**src/sv/ad_census_match_cost_defines.svh**
```systemverilog
// Assertion macros for the AD-Census matching cost block.
// Used by the top level; relies on clk_i and rst_ni in the including module.
`ifndef AD_CENSUS_MATCH_COST_DEFINES_SVH
`define AD_CENSUS_MATCH_COST_DEFINES_SVH

// Same-cycle implication, checked out of reset.
`define ACMC_ASSERT_SAME(lbl, ante, cons, msg) \
  lbl: assert property (@(posedge clk_i) disable iff (!rst_ni) (ante) |-> (cons)) \
    else $error(msg);

// Next-cycle implication, checked out of reset.
`define ACMC_ASSERT_NEXT(lbl, ante, cons, msg) \
  lbl: assert property (@(posedge clk_i) disable iff (!rst_ni) (ante) |=> (cons)) \
    else $error(msg);

`endif

```
**src/sv/acmc_pkg.sv**
```systemverilog
// Shared types, constants and the divide-by-k reciprocal table for the
// AD-Census matching cost block. No dependencies.
package acmc_pkg;

  localparam int unsigned SCALE_W = 20;
  localparam int unsigned CNT_W   = 12;
  localparam int unsigned SAD_W   = 10;
  localparam int unsigned COST_W  = 16;
  localparam int unsigned PIX_W   = 24;
  localparam int unsigned IDX_W   = 2;

  localparam logic [SCALE_W-1:0] SCALE_RST = 20'd2185;
  localparam logic [CNT_W-1:0]   COUNT_MAX = 12'hFFF;

  // register indexes on the configuration channel
  localparam logic [IDX_W-1:0] REG_AD_SCALE     = 2'd0;
  localparam logic [IDX_W-1:0] REG_CENSUS_SCALE = 2'd1;

  localparam logic [30:0] ONE_Q30    = 31'h4000_0000;
  localparam logic [3:0]  K_LAST     = 4'd12;  // Taylor terms
  localparam logic [2:0]  SQ_LAST    = 3'd4;   // five squarings, 0..4

  typedef struct packed {
    logic [SAD_W-1:0] abs_diff_sum;
    logic [CNT_W-1:0] census_total;
  } win_res_t;

  typedef struct packed {
    logic [SAD_W-1:0]  abs_diff_sum;
    logic [CNT_W-1:0]  census_total;
    logic [COST_W-1:0] match_cost;
  } cost_res_t;

  typedef struct packed {
    logic start;     // last item of a window accepted
    logic out_free;  // output register can take a result this cycle
  } cost_ctl_t;

  typedef struct packed {
    logic busy;
    logic done;
  } cost_sts_t;

  // floor(2^32/k); k = 1 uses 2^32-1, corrected by the remainder check
  function automatic logic [31:0] recip_k(input logic [3:0] k);
    logic [31:0] r;
    unique case (k)
      4'd2:    r = 32'h8000_0000;
      4'd3:    r = 32'h5555_5555;
      4'd4:    r = 32'h4000_0000;
      4'd5:    r = 32'h3333_3333;
      4'd6:    r = 32'h2AAA_AAAA;
      4'd7:    r = 32'h2492_4924;
      4'd8:    r = 32'h2000_0000;
      4'd9:    r = 32'h1C71_C71C;
      4'd10:   r = 32'h1999_9999;
      4'd11:   r = 32'h1745_D174;
      4'd12:   r = 32'h1555_5555;
      default: r = 32'hFFFF_FFFF;
    endcase
    return r;
  endfunction

endpackage

```
**src/sv/acmc_census.sv**
```systemverilog
// Census window accumulator: per-item opposite-sign channel count with
// saturation, plus SAD of the reference pixels. Depends on acmc_pkg.
module acmc_census (
  input  logic                             clk_i,
  input  logic                             rst_ni,
  input  logic                             accept_i,
  input  logic                             last_i,
  input  logic [acmc_pkg::PIX_W-1:0]       ref_left_rgb_i,
  input  logic [acmc_pkg::PIX_W-1:0]       ref_right_rgb_i,
  input  logic [acmc_pkg::PIX_W-1:0]       win_left_rgb_i,
  input  logic [acmc_pkg::PIX_W-1:0]       win_right_rgb_i,
  output acmc_pkg::win_res_t               res_o
);
  import acmc_pkg::*;

  logic [CNT_W-1:0] count_q, count_d;
  logic [1:0]       hits;
  logic [SAD_W-1:0] sad;
  logic [CNT_W:0]   sum;
  logic [CNT_W-1:0] sat;

  always_comb begin : p_chan
    logic [7:0] rl, rr, wl, wr;
    logic       opp;
    hits = '0;
    sad  = '0;
    for (int c = 0; c < 3; c++) begin
      rl  = ref_left_rgb_i[8*c +: 8];
      rr  = ref_right_rgb_i[8*c +: 8];
      wl  = win_left_rgb_i[8*c +: 8];
      wr  = win_right_rgb_i[8*c +: 8];
      // strictly opposite signs; a zero difference never counts
      opp = ((wl > rl) && (wr < rr)) || ((wl < rl) && (wr > rr));
      hits = hits + {1'b0, opp};
      sad  = sad + SAD_W'((rl > rr) ? (rl - rr) : (rr - rl));
    end
  end

  assign sum = {1'b0, count_q} + {{(CNT_W - 1){1'b0}}, hits};
  assign sat = sum[CNT_W] ? COUNT_MAX : sum[CNT_W-1:0];

  always_comb begin
    count_d = count_q;
    if (accept_i) begin
      count_d = last_i ? '0 : sat;
    end
  end

  always_ff @(posedge clk_i or negedge rst_ni) begin
    if (!rst_ni) begin
      count_q <= '0;
    end else begin
      count_q <= count_d;
    end
  end

  assign res_o.abs_diff_sum = sad;
  assign res_o.census_total = sat;

endmodule

```
**src/sv/acmc_mul.sv**
```systemverilog
// Shared 32x32 multiplier with registered 64-bit product.
// No dependencies.
module acmc_mul (
  input  logic        clk_i,
  input  logic        en_i,
  input  logic [31:0] a_i,
  input  logic [31:0] b_i,
  output logic [63:0] prod_o
);

  logic [63:0] prod_d;
  logic [63:0] prod_q;

  assign prod_d = {32'b0, a_i} * {32'b0, b_i};

  always_ff @(posedge clk_i) begin
    if (en_i) begin
      prod_q <= prod_d;
    end
  end

  assign prod_o = prod_q;

endmodule

```
**src/sv/acmc_cost_seq.sv**
```systemverilog
// Cost sequencer: evaluates 1-exp(-x) for the AD and census terms on the
// shared multiplier and sums them. Depends on acmc_pkg and acmc_mul.
module acmc_cost_seq (
  input  logic                          clk_i,
  input  logic                          rst_ni,
  input  acmc_pkg::cost_ctl_t           ctl_i,
  input  acmc_pkg::win_res_t            win_i,
  input  logic [acmc_pkg::SCALE_W-1:0]  ad_scale_i,
  input  logic [acmc_pkg::SCALE_W-1:0]  census_scale_i,
  output acmc_pkg::cost_sts_t           sts_o,
  output acmc_pkg::cost_res_t           res_o
);
  import acmc_pkg::*;

  localparam logic [3:0] S_IDLE = 4'd0;
  localparam logic [3:0] S_XMUL = 4'd1;  // x = operand * scale
  localparam logic [3:0] S_XCHK = 4'd2;  // range check, load series
  localparam logic [3:0] S_TMUL = 4'd3;  // term * t
  localparam logic [3:0] S_DMUL = 4'd4;  // n * recip(k)
  localparam logic [3:0] S_DCOR = 4'd5;  // quotient fix-up, accumulate
  localparam logic [3:0] S_SMUL = 4'd6;  // e * e
  localparam logic [3:0] S_SRND = 4'd7;  // round and rescale
  localparam logic [3:0] S_POUT = 4'd8;  // 1 - e, add to cost

  logic [3:0]         state_q, state_d;
  logic               sel_q, sel_d;      // 0: AD term, 1: census term
  logic [SAD_W-1:0]   sad_q, sad_d;
  logic [CNT_W-1:0]   tot_q, tot_d;
  logic [28:0]        t_q, t_d;
  logic [30:0]        term_q, term_d;
  logic signed [32:0] s_q, s_d;
  logic [29:0]        n_q, n_d;
  logic [3:0]         k_q, k_d;
  logic [2:0]         j_q, j_d;
  logic [30:0]        e_q, e_d;
  logic [COST_W-1:0]  acc_q, acc_d;

  logic        mul_en;
  logic [31:0] mul_a, mul_b;
  logic [63:0] prod_q;

  logic [29:0] n_now;
  logic [29:0] q0, q;
  logic [33:0] qk, r;
  logic signed [32:0] s_new;
  logic [61:0] sq_rnd;
  logic [31:0] p_full;
  logic [14:0] p_sat;
  logic [COST_W-1:0] cost_sum;
  logic        done;

  acmc_mul u_mul (
    .clk_i  (clk_i),
    .en_i   (mul_en),
    .a_i    (mul_a),
    .b_i    (mul_b),
    .prod_o (prod_q)
  );

  assign n_now = prod_q[59:30];

  // operand selection for the shared multiplier
  always_comb begin
    mul_en = 1'b0;
    mul_a  = '0;
    mul_b  = '0;
    unique case (state_q)
      S_XMUL: begin
        mul_en = 1'b1;
        mul_a  = sel_q ? {20'b0, tot_q} : {22'b0, sad_q};
        mul_b  = {12'b0, (sel_q ? census_scale_i : ad_scale_i)};
      end
      S_TMUL: begin
        mul_en = 1'b1;
        mul_a  = {1'b0, term_q};
        mul_b  = {3'b0, t_q};
      end
      S_DMUL: begin
        mul_en = 1'b1;
        mul_a  = {2'b0, n_now};
        mul_b  = recip_k(k_q);
      end
      S_SMUL: begin
        mul_en = 1'b1;
        mul_a  = {1'b0, e_q};
        mul_b  = {1'b0, e_q};
      end
      default: begin
        mul_en = 1'b0;
      end
    endcase
  end

  // divide-by-k fix-up: estimate is exact or one short
  assign q0    = prod_q[61:32];
  assign qk    = {4'b0, q0} * {30'b0, k_q};
  assign r     = {4'b0, n_q} - qk;
  assign q     = (r >= {30'b0, k_q}) ? (q0 + 30'd1) : q0;
  assign s_new = k_q[0] ? (s_q - $signed({3'b0, q})) : (s_q + $signed({3'b0, q}));

  assign sq_rnd = prod_q[61:0] + 62'h2000_0000;

  assign p_full   = 32'h4000_0000 - {1'b0, e_q} + 32'h0000_4000;
  assign p_sat    = (p_full[31:15] > 17'd32767) ? 15'h7FFF : p_full[29:15];
  assign cost_sum = acc_q + {1'b0, p_sat};

  always_comb begin
    state_d = state_q;
    sel_d   = sel_q;
    sad_d   = sad_q;
    tot_d   = tot_q;
    t_d     = t_q;
    term_d  = term_q;
    s_d     = s_q;
    n_d     = n_q;
    k_d     = k_q;
    j_d     = j_q;
    e_d     = e_q;
    acc_d   = acc_q;
    done    = 1'b0;
    unique case (state_q)
      S_IDLE: begin
        if (ctl_i.start) begin
          sad_d   = win_i.abs_diff_sum;
          tot_d   = win_i.census_total;
          sel_d   = 1'b0;
          acc_d   = '0;
          state_d = S_XMUL;
        end
      end
      S_XMUL: begin
        state_d = S_XCHK;
      end
      S_XCHK: begin
        if (prod_q[31:20] != 12'd0) begin
          // x >= 16: exp(-x) is taken as zero
          e_d     = '0;
          state_d = S_POUT;
        end else begin
          t_d     = {prod_q[19:0], 9'b0};
          term_d  = ONE_Q30;
          s_d     = $signed({2'b0, ONE_Q30});
          k_d     = 4'd1;
          state_d = S_TMUL;
        end
      end
      S_TMUL: begin
        state_d = S_DMUL;
      end
      S_DMUL: begin
        n_d     = n_now;
        state_d = S_DCOR;
      end
      S_DCOR: begin
        term_d = {1'b0, q};
        s_d    = s_new;
        if (k_q == K_LAST) begin
          if (s_new < 0) begin
            e_d = '0;
          end else if (s_new > $signed({2'b0, ONE_Q30})) begin
            e_d = ONE_Q30;
          end else begin
            e_d = s_new[30:0];
          end
          j_d     = '0;
          state_d = S_SMUL;
        end else begin
          k_d     = k_q + 4'd1;
          state_d = S_TMUL;
        end
      end
      S_SMUL: begin
        state_d = S_SRND;
      end
      S_SRND: begin
        e_d = sq_rnd[60:30];
        if (j_q == SQ_LAST) begin
          state_d = S_POUT;
        end else begin
          j_d     = j_q + 3'd1;
          state_d = S_SMUL;
        end
      end
      S_POUT: begin
        if (!sel_q) begin
          acc_d   = cost_sum;
          sel_d   = 1'b1;
          state_d = S_XMUL;
        end else if (ctl_i.out_free) begin
          done    = 1'b1;
          state_d = S_IDLE;
        end
      end
      default: begin
        state_d = S_IDLE;
      end
    endcase
  end

  always_ff @(posedge clk_i or negedge rst_ni) begin
    if (!rst_ni) begin
      state_q <= S_IDLE;
      sel_q   <= 1'b0;
      k_q     <= '0;
      j_q     <= '0;
    end else begin
      state_q <= state_d;
      sel_q   <= sel_d;
      k_q     <= k_d;
      j_q     <= j_d;
    end
  end

  always_ff @(posedge clk_i) begin
    sad_q  <= sad_d;
    tot_q  <= tot_d;
    t_q    <= t_d;
    term_q <= term_d;
    s_q    <= s_d;
    n_q    <= n_d;
    e_q    <= e_d;
    acc_q  <= acc_d;
  end

  assign sts_o.busy = (state_q != S_IDLE);
  assign sts_o.done = done;

  assign res_o.abs_diff_sum = sad_q;
  assign res_o.census_total = tot_q;
  assign res_o.match_cost   = cost_sum;

endmodule

```
**src/sv/ad_census_match_cost.sv**
```systemverilog
// AD-Census matching cost, top level: stream ports, configuration
// registers, output register. Depends on acmc_pkg, acmc_census, acmc_cost_seq.
//
//  channel   dir  handshake                   payload
//  --------  ---  --------------------------  -------------------------------------
//  s_axis    in   s_axis_tvalid/s_axis_tready  tdata 96b window pair, tlast = last
//  m_axis    out  m_axis_tvalid/m_axis_tready  tdata 40b cost, count, SAD
//  cfg       in   cfg_valid_i/cfg_ready_o      cfg_index_i, cfg_data_i (20b)
//
// Items without tlast: one per cycle if idle, counted in the census accumulator.
// An item with tlast: the cost sequencer runs both 1-exp(-x) evaluations on
//   one shared 32x32 multiplier; a term with x >= 16 skips the series, any
//   other runs 12 series steps and 5 squarings; s_axis_tready stays low
//   meanwhile, including any wait for the output register.
// Reset: async active low; scales return to 2185, census count to zero.
// The output register holds a result under back-pressure while new window
//   items are still taken.
`include "ad_census_match_cost_defines.svh"

module ad_census_match_cost (
  input  logic                              clk_i,
  input  logic                              rst_ni,
  // window items
  input  logic                              s_axis_tvalid,
  output logic                              s_axis_tready,
  // [23:0] ref_left_rgb, [47:24] ref_right_rgb,
  // [71:48] win_left_rgb, [95:72] win_right_rgb
  input  logic [4*acmc_pkg::PIX_W-1:0]      s_axis_tdata,
  input  logic                              s_axis_tlast,    // last_in_window
  // cost results
  output logic                              m_axis_tvalid,
  input  logic                              m_axis_tready,
  // [15:0] match_cost, [27:16] census_total, [37:28] abs_diff_sum, [39:38] zero
  output logic [39:0]                       m_axis_tdata,
  // configuration writes
  input  logic                              cfg_valid_i,
  output logic                              cfg_ready_o,
  input  logic [acmc_pkg::IDX_W-1:0]        cfg_index_i,
  input  logic [acmc_pkg::SCALE_W-1:0]      cfg_data_i
);
  import acmc_pkg::*;

  logic [SCALE_W-1:0] ad_scale_q, census_scale_q;
  logic               in_acc;
  logic               cfg_wr;
  win_res_t           win_res;
  cost_ctl_t          cost_ctl;
  cost_sts_t          cost_sts;
  cost_res_t          cost_res;
  logic               out_valid_q, out_valid_d;
  cost_res_t          out_q;

  assign s_axis_tready = !cost_sts.busy;
  assign in_acc        = s_axis_tvalid && s_axis_tready;

  // configuration: always ready, writes beyond the list are dropped
  assign cfg_ready_o = 1'b1;
  assign cfg_wr      = cfg_valid_i && cfg_ready_o;

  always_ff @(posedge clk_i or negedge rst_ni) begin
    if (!rst_ni) begin
      ad_scale_q     <= SCALE_RST;
      census_scale_q <= SCALE_RST;
    end else if (cfg_wr) begin
      if (cfg_index_i == REG_AD_SCALE) begin
        ad_scale_q <= cfg_data_i;
      end
      if (cfg_index_i == REG_CENSUS_SCALE) begin
        census_scale_q <= cfg_data_i;
      end
    end
  end

  acmc_census u_census (
    .clk_i           (clk_i),
    .rst_ni          (rst_ni),
    .accept_i        (in_acc),
    .last_i          (s_axis_tlast),
    .ref_left_rgb_i  (s_axis_tdata[PIX_W-1:0]),
    .ref_right_rgb_i (s_axis_tdata[2*PIX_W-1:PIX_W]),
    .win_left_rgb_i  (s_axis_tdata[3*PIX_W-1:2*PIX_W]),
    .win_right_rgb_i (s_axis_tdata[4*PIX_W-1:3*PIX_W]),
    .res_o           (win_res)
  );

  // start the cost run on the window's last item; result may only land
  // when the output register is empty or being drained
  assign cost_ctl.start    = in_acc && s_axis_tlast;
  assign cost_ctl.out_free = !out_valid_q || m_axis_tready;

  acmc_cost_seq u_cost (
    .clk_i          (clk_i),
    .rst_ni         (rst_ni),
    .ctl_i          (cost_ctl),
    .win_i          (win_res),
    .ad_scale_i     (ad_scale_q),
    .census_scale_i (census_scale_q),
    .sts_o          (cost_sts),
    .res_o          (cost_res)
  );

  // output register
  always_comb begin
    out_valid_d = out_valid_q;
    if (cost_sts.done) begin
      out_valid_d = 1'b1;
    end else if (m_axis_tready) begin
      out_valid_d = 1'b0;
    end
  end

  always_ff @(posedge clk_i or negedge rst_ni) begin
    if (!rst_ni) begin
      out_valid_q <= 1'b0;
    end else begin
      out_valid_q <= out_valid_d;
    end
  end

  always_ff @(posedge clk_i) begin
    if (cost_sts.done) begin
      out_q <= cost_res;
    end
  end

  assign m_axis_tvalid = out_valid_q;
  assign m_axis_tdata  = {2'b00, out_q};

  // ---- checks ----
  `ACMC_ASSERT_NEXT(a_last_blocks_input, cost_ctl.start, !s_axis_tready, "ready after last item")
  `ACMC_ASSERT_SAME(a_done_needs_room, cost_sts.done, cost_ctl.out_free, "result would overwrite")
  `ACMC_ASSERT_SAME(a_cost_in_range, m_axis_tvalid, out_q.match_cost != '1, "cost above maximum")

endmodule

```
**config.mk**
```make
export PLATFORM = sky130hd
export DESIGN_NAME = ad_census_match_cost
export DESIGN_NICKNAME = d
export VERILOG_FILES = /design/src/sv/acmc_pkg.sv /design/src/sv/acmc_census.sv /design/src/sv/acmc_mul.sv /design/src/sv/acmc_cost_seq.sv /design/src/sv/ad_census_match_cost.sv
export VERILOG_INCLUDE_DIRS = /design/src /design/src/sv
export SDC_FILE = /design/constraint.sdc
export NUM_CORES = 2
export LEC_CHECK = 0
export BUFFER_PORTS_ARGS = -buffer_cell sky130_fd_sc_hd__buf_2
export CAP_MARGIN = 40
export CORE_ASPECT_RATIO = 1.2
export CORE_MARGIN = 5
export CORE_UTILIZATION = 35
export DETAILED_ROUTE_END_ITERATION = 10
export HOLD_SLACK_MARGIN = 0.15
export PLACE_DENSITY = 0.49
export REMOVE_ABC_BUFFERS = 1
export SLEW_MARGIN = 20
export SYNTH_ARGS = -nofsm -noshare
export SYNTH_HDL_FRONTEND = slang
export SYNTH_SLANG_ARGS = --single-unit
export TNS_END_PERCENT = 100
```
**constraint.sdc**
```tcl
create_clock -name clk_i -period 21.3 [get_ports clk_i]
set_clock_uncertainty 0.1 [all_clocks]
set_input_delay 1.065 -clock clk_i [delete_from_list [all_inputs] [get_ports clk_i]]
set_output_delay 1.065 -clock clk_i [all_outputs]
set_load 0.1 [all_outputs]
```
==> impl_metrics.toml <==
[drt]
drt-pass1-iter-count = 5
drt_wl_total_um = 202000
drt_iter0_markers = 3221
ant_nets = 0
route.detailed.vias_per_inst = 5.24
detailroute.via_count = 45858
drt_drc_violations_left = 0
routedWlPerCell_um = 23.1

[yosys]
synth.cells.most_frequent = "1185 x sky130_fd_sc_hd__inv_1, 1154 x sky130_fd_sc_hd__nand2_1, 969 x sky130_fd_sc_hd__fa_1"
synth_edf_count = 283
netlist_instances = 6451
synth_top_area_cells = "sky130_fd_sc_hd__fa_1 33%, sky130_fd_sc_hd__edfxtp_1 14%, sky130_fd_sc_hd__ha_1 9.9%"
syn_area_per_cell_sq_um = 9.12
yosys_reg_bits = 348
synth_flop_cell = "sky130_fd_sc_hd__edfxtp_1"
netlist_area_sq_um = 58800
post-synth-top-count-cell = "sky130_fd_sc_hd__inv_1"
synth-async-reset-ratio = 0.187
synth.largest_area_cell = "sky130_fd_sc_hd__fa_1"
yosysSeqAreaShare = 0.172
synth.lib_cells_used.distinct = 96
synth_top_area_share = 0.330
yosysWarningCount = 0

[placement]
hpwlAfterDp_um = 159000
dpl_cell_area_sq_um = 62800
portBuffers = 163
placer_congestion = 0.925

[worst_setup_path]
worstPathArrival_ps = 12840
timing.critical_path.buf_inv = 10
critical_setup_path_class = "reg2reg"
worst_path_dominant_cell_family = "adder cells"
worst-endpoint-required_ps = 21530
critical-path-top-cell-by-count = "sky130_fd_sc_hd__fa_1"
slowest_delay_ps = 590
setup.worst_path.start_class = "register"
timing.critical_path.to_type = "register"
critical_path_peak_fanout = 53
slowest_stage = "sky130_fd_sc_hd__buf_4"

[timing]
final.period_utilization = 0.592
fin_tns_setup_ps = 0
setup_viol = 0
max_freq_mhz = 79.3
tightestPinTransition_ps = 1120
grt_setup_unrepaired = "false"
slew_violations = 0
period_minus_slack_ps = 12610
finalHoldViolCount = 0
maxSlewHeadroom = 0.256

[clock_network]
cts.path.max_buffers = 3
ctsHoldBuffers = 0
clk_pin_slew_worst_paths_ps = 60
clkLatencyLatePin_ps = 620
tritoncts_clock_tree = "built"
root_buffer = "sky130_fd_sc_hd__clkbuf_16"
cts_htree_levels = 2
count_of_instances_resized_after_the_clock_tree_is_built = 0
numCtsBuffers = 40
cts.sinks = 348
buffer_count_from_post_cts_setup_fixing = 0

[layout]
drive_above_1_share = 0.0851
layout-area-overhead-vs-synth_pct = 9.44
postLayoutCellArea_sq_um = 64400
final_nets = 8036

[global_route]
grt_first_pass_wirelength_um = 305000
gr-usage-all-layers = 0.228
grt_pass1_vias = 48210
grt_max_degree = 68
antenna_found_initial = 11
grt_overflow = 0

[floorplanning]
io-pin-count = 167
die-height_um = 459
chipWidth_um = 384
floorplan.initialDensity = 0.353
die_area_sq_um = 176000
core-area_sq_um = 167000
num_rows = 164

[run_status]
outcome = "complete, no violations"

[job]
drv.max_cap_violation_count = 0

[hold_path]
hold_class = "in2async"
==> cells in the final DEF (no fill, tap or decap), types with 97 or more instances in the layout <==
cell	Yosys	routed
sky130_fd_sc_hd__xnor2_1	149	149
sky130_fd_sc_hd__o21ai_0	122	117
sky130_fd_sc_hd__nor2_1	251	250
sky130_fd_sc_hd__edfxtp_1	283	283
sky130_fd_sc_hd__and2_1	150	150
sky130_fd_sc_hd__inv_1	1185	1185
sky130_fd_sc_hd__fa_1	969	969
sky130_fd_sc_hd__buf_2	16	164
sky130_fd_sc_hd__a21oi_1	209	206
sky130_fd_sc_hd__xor2_1	97	97
sky130_fd_sc_hd__nand2_1	1154	1153
sky130_fd_sc_hd__ha_1	464	464
sky130_fd_sc_hd__buf_4	6	138
==> stage by stage <==
stage                     std cells  utilization  setup slack (ps)  hold slack (ps)
after floorplan                6125            -              9540              300
after global placement         8660        0.375              8610              301
after detailed placement       8676        0.377              8770              307
after CTS                      8749        0.386              8680              160
after global routing           8751        0.386              8080              175
final                          8752        0.386              8690              195
==> per-layer routing <==
layer	vias to the layer above	wire length [um]	global-route usage
met5	-	13	0
met3	354	10300	0.0181
met2	1330	101000	0.403
met1	23765	81500	0.290
met4	2	9600	0.0909
li1	20407	-	-
==> cell families after synthesis <==
family,after synthesis,synth area share
buffers and inverters,1516,0.0977
multiplexers,138,0.0248
AO/OA/AOI/OAI,798,0.0901
adder cells (fa/ha/maj),1433,0.428
XOR/XNOR,249,0.0376
other,2,0.000128
AND/OR/NAND/NOR,1967,0.149
flip-flops,348,0.172
==> cell type report <==
type                            instances  area (sq um)
Antenna cell                            1          2.50
Clock buffer                           48          1100
Clock inverter                         25           389
Fill cell                           17032        102000
Inverter                             1189          4460
Multi-Input combinational cell       4588         43400
Sequential cell                       348         10100
Tap cell                             2241          2800
Timing Repair Buffer                  312          2090
==> final timing paths <==
check,slack [ps],cells past startpoint,startpoint,to
hold / removal,190,1,rst_ni,u_census.count_q[0]
min in group clk_i,320,0,u_cost.u_mul.prod_o[10],u_cost.t_q[19]
setup reg to reg,8690,40,u_cost.state_q[1],u_cost.u_mul.prod_o[58]
hold reg to reg,320,0,u_cost.u_mul.prod_o[10],u_cost.t_q[19]
max in group asynchronous,20000,3,rst_ni,census_scale_q[3]
setup / recovery,8690,40,u_cost.state_q[1],u_cost.u_mul.prod_o[58]
==> flip-flops by register name, indices dropped and copies added (netlist names), 30 cells and up <==
register / count
u_cost.n_q: 30
u_cost.u_mul.prod_o: 62
u_cost.term_q: 31
m_axis_tdata: 38
u_cost.e_q: 31
u_cost.s_q: 33
Power is not shown: default switching activity piles up to over one toggle a cycle in this logic, so the estimate is an artifact.
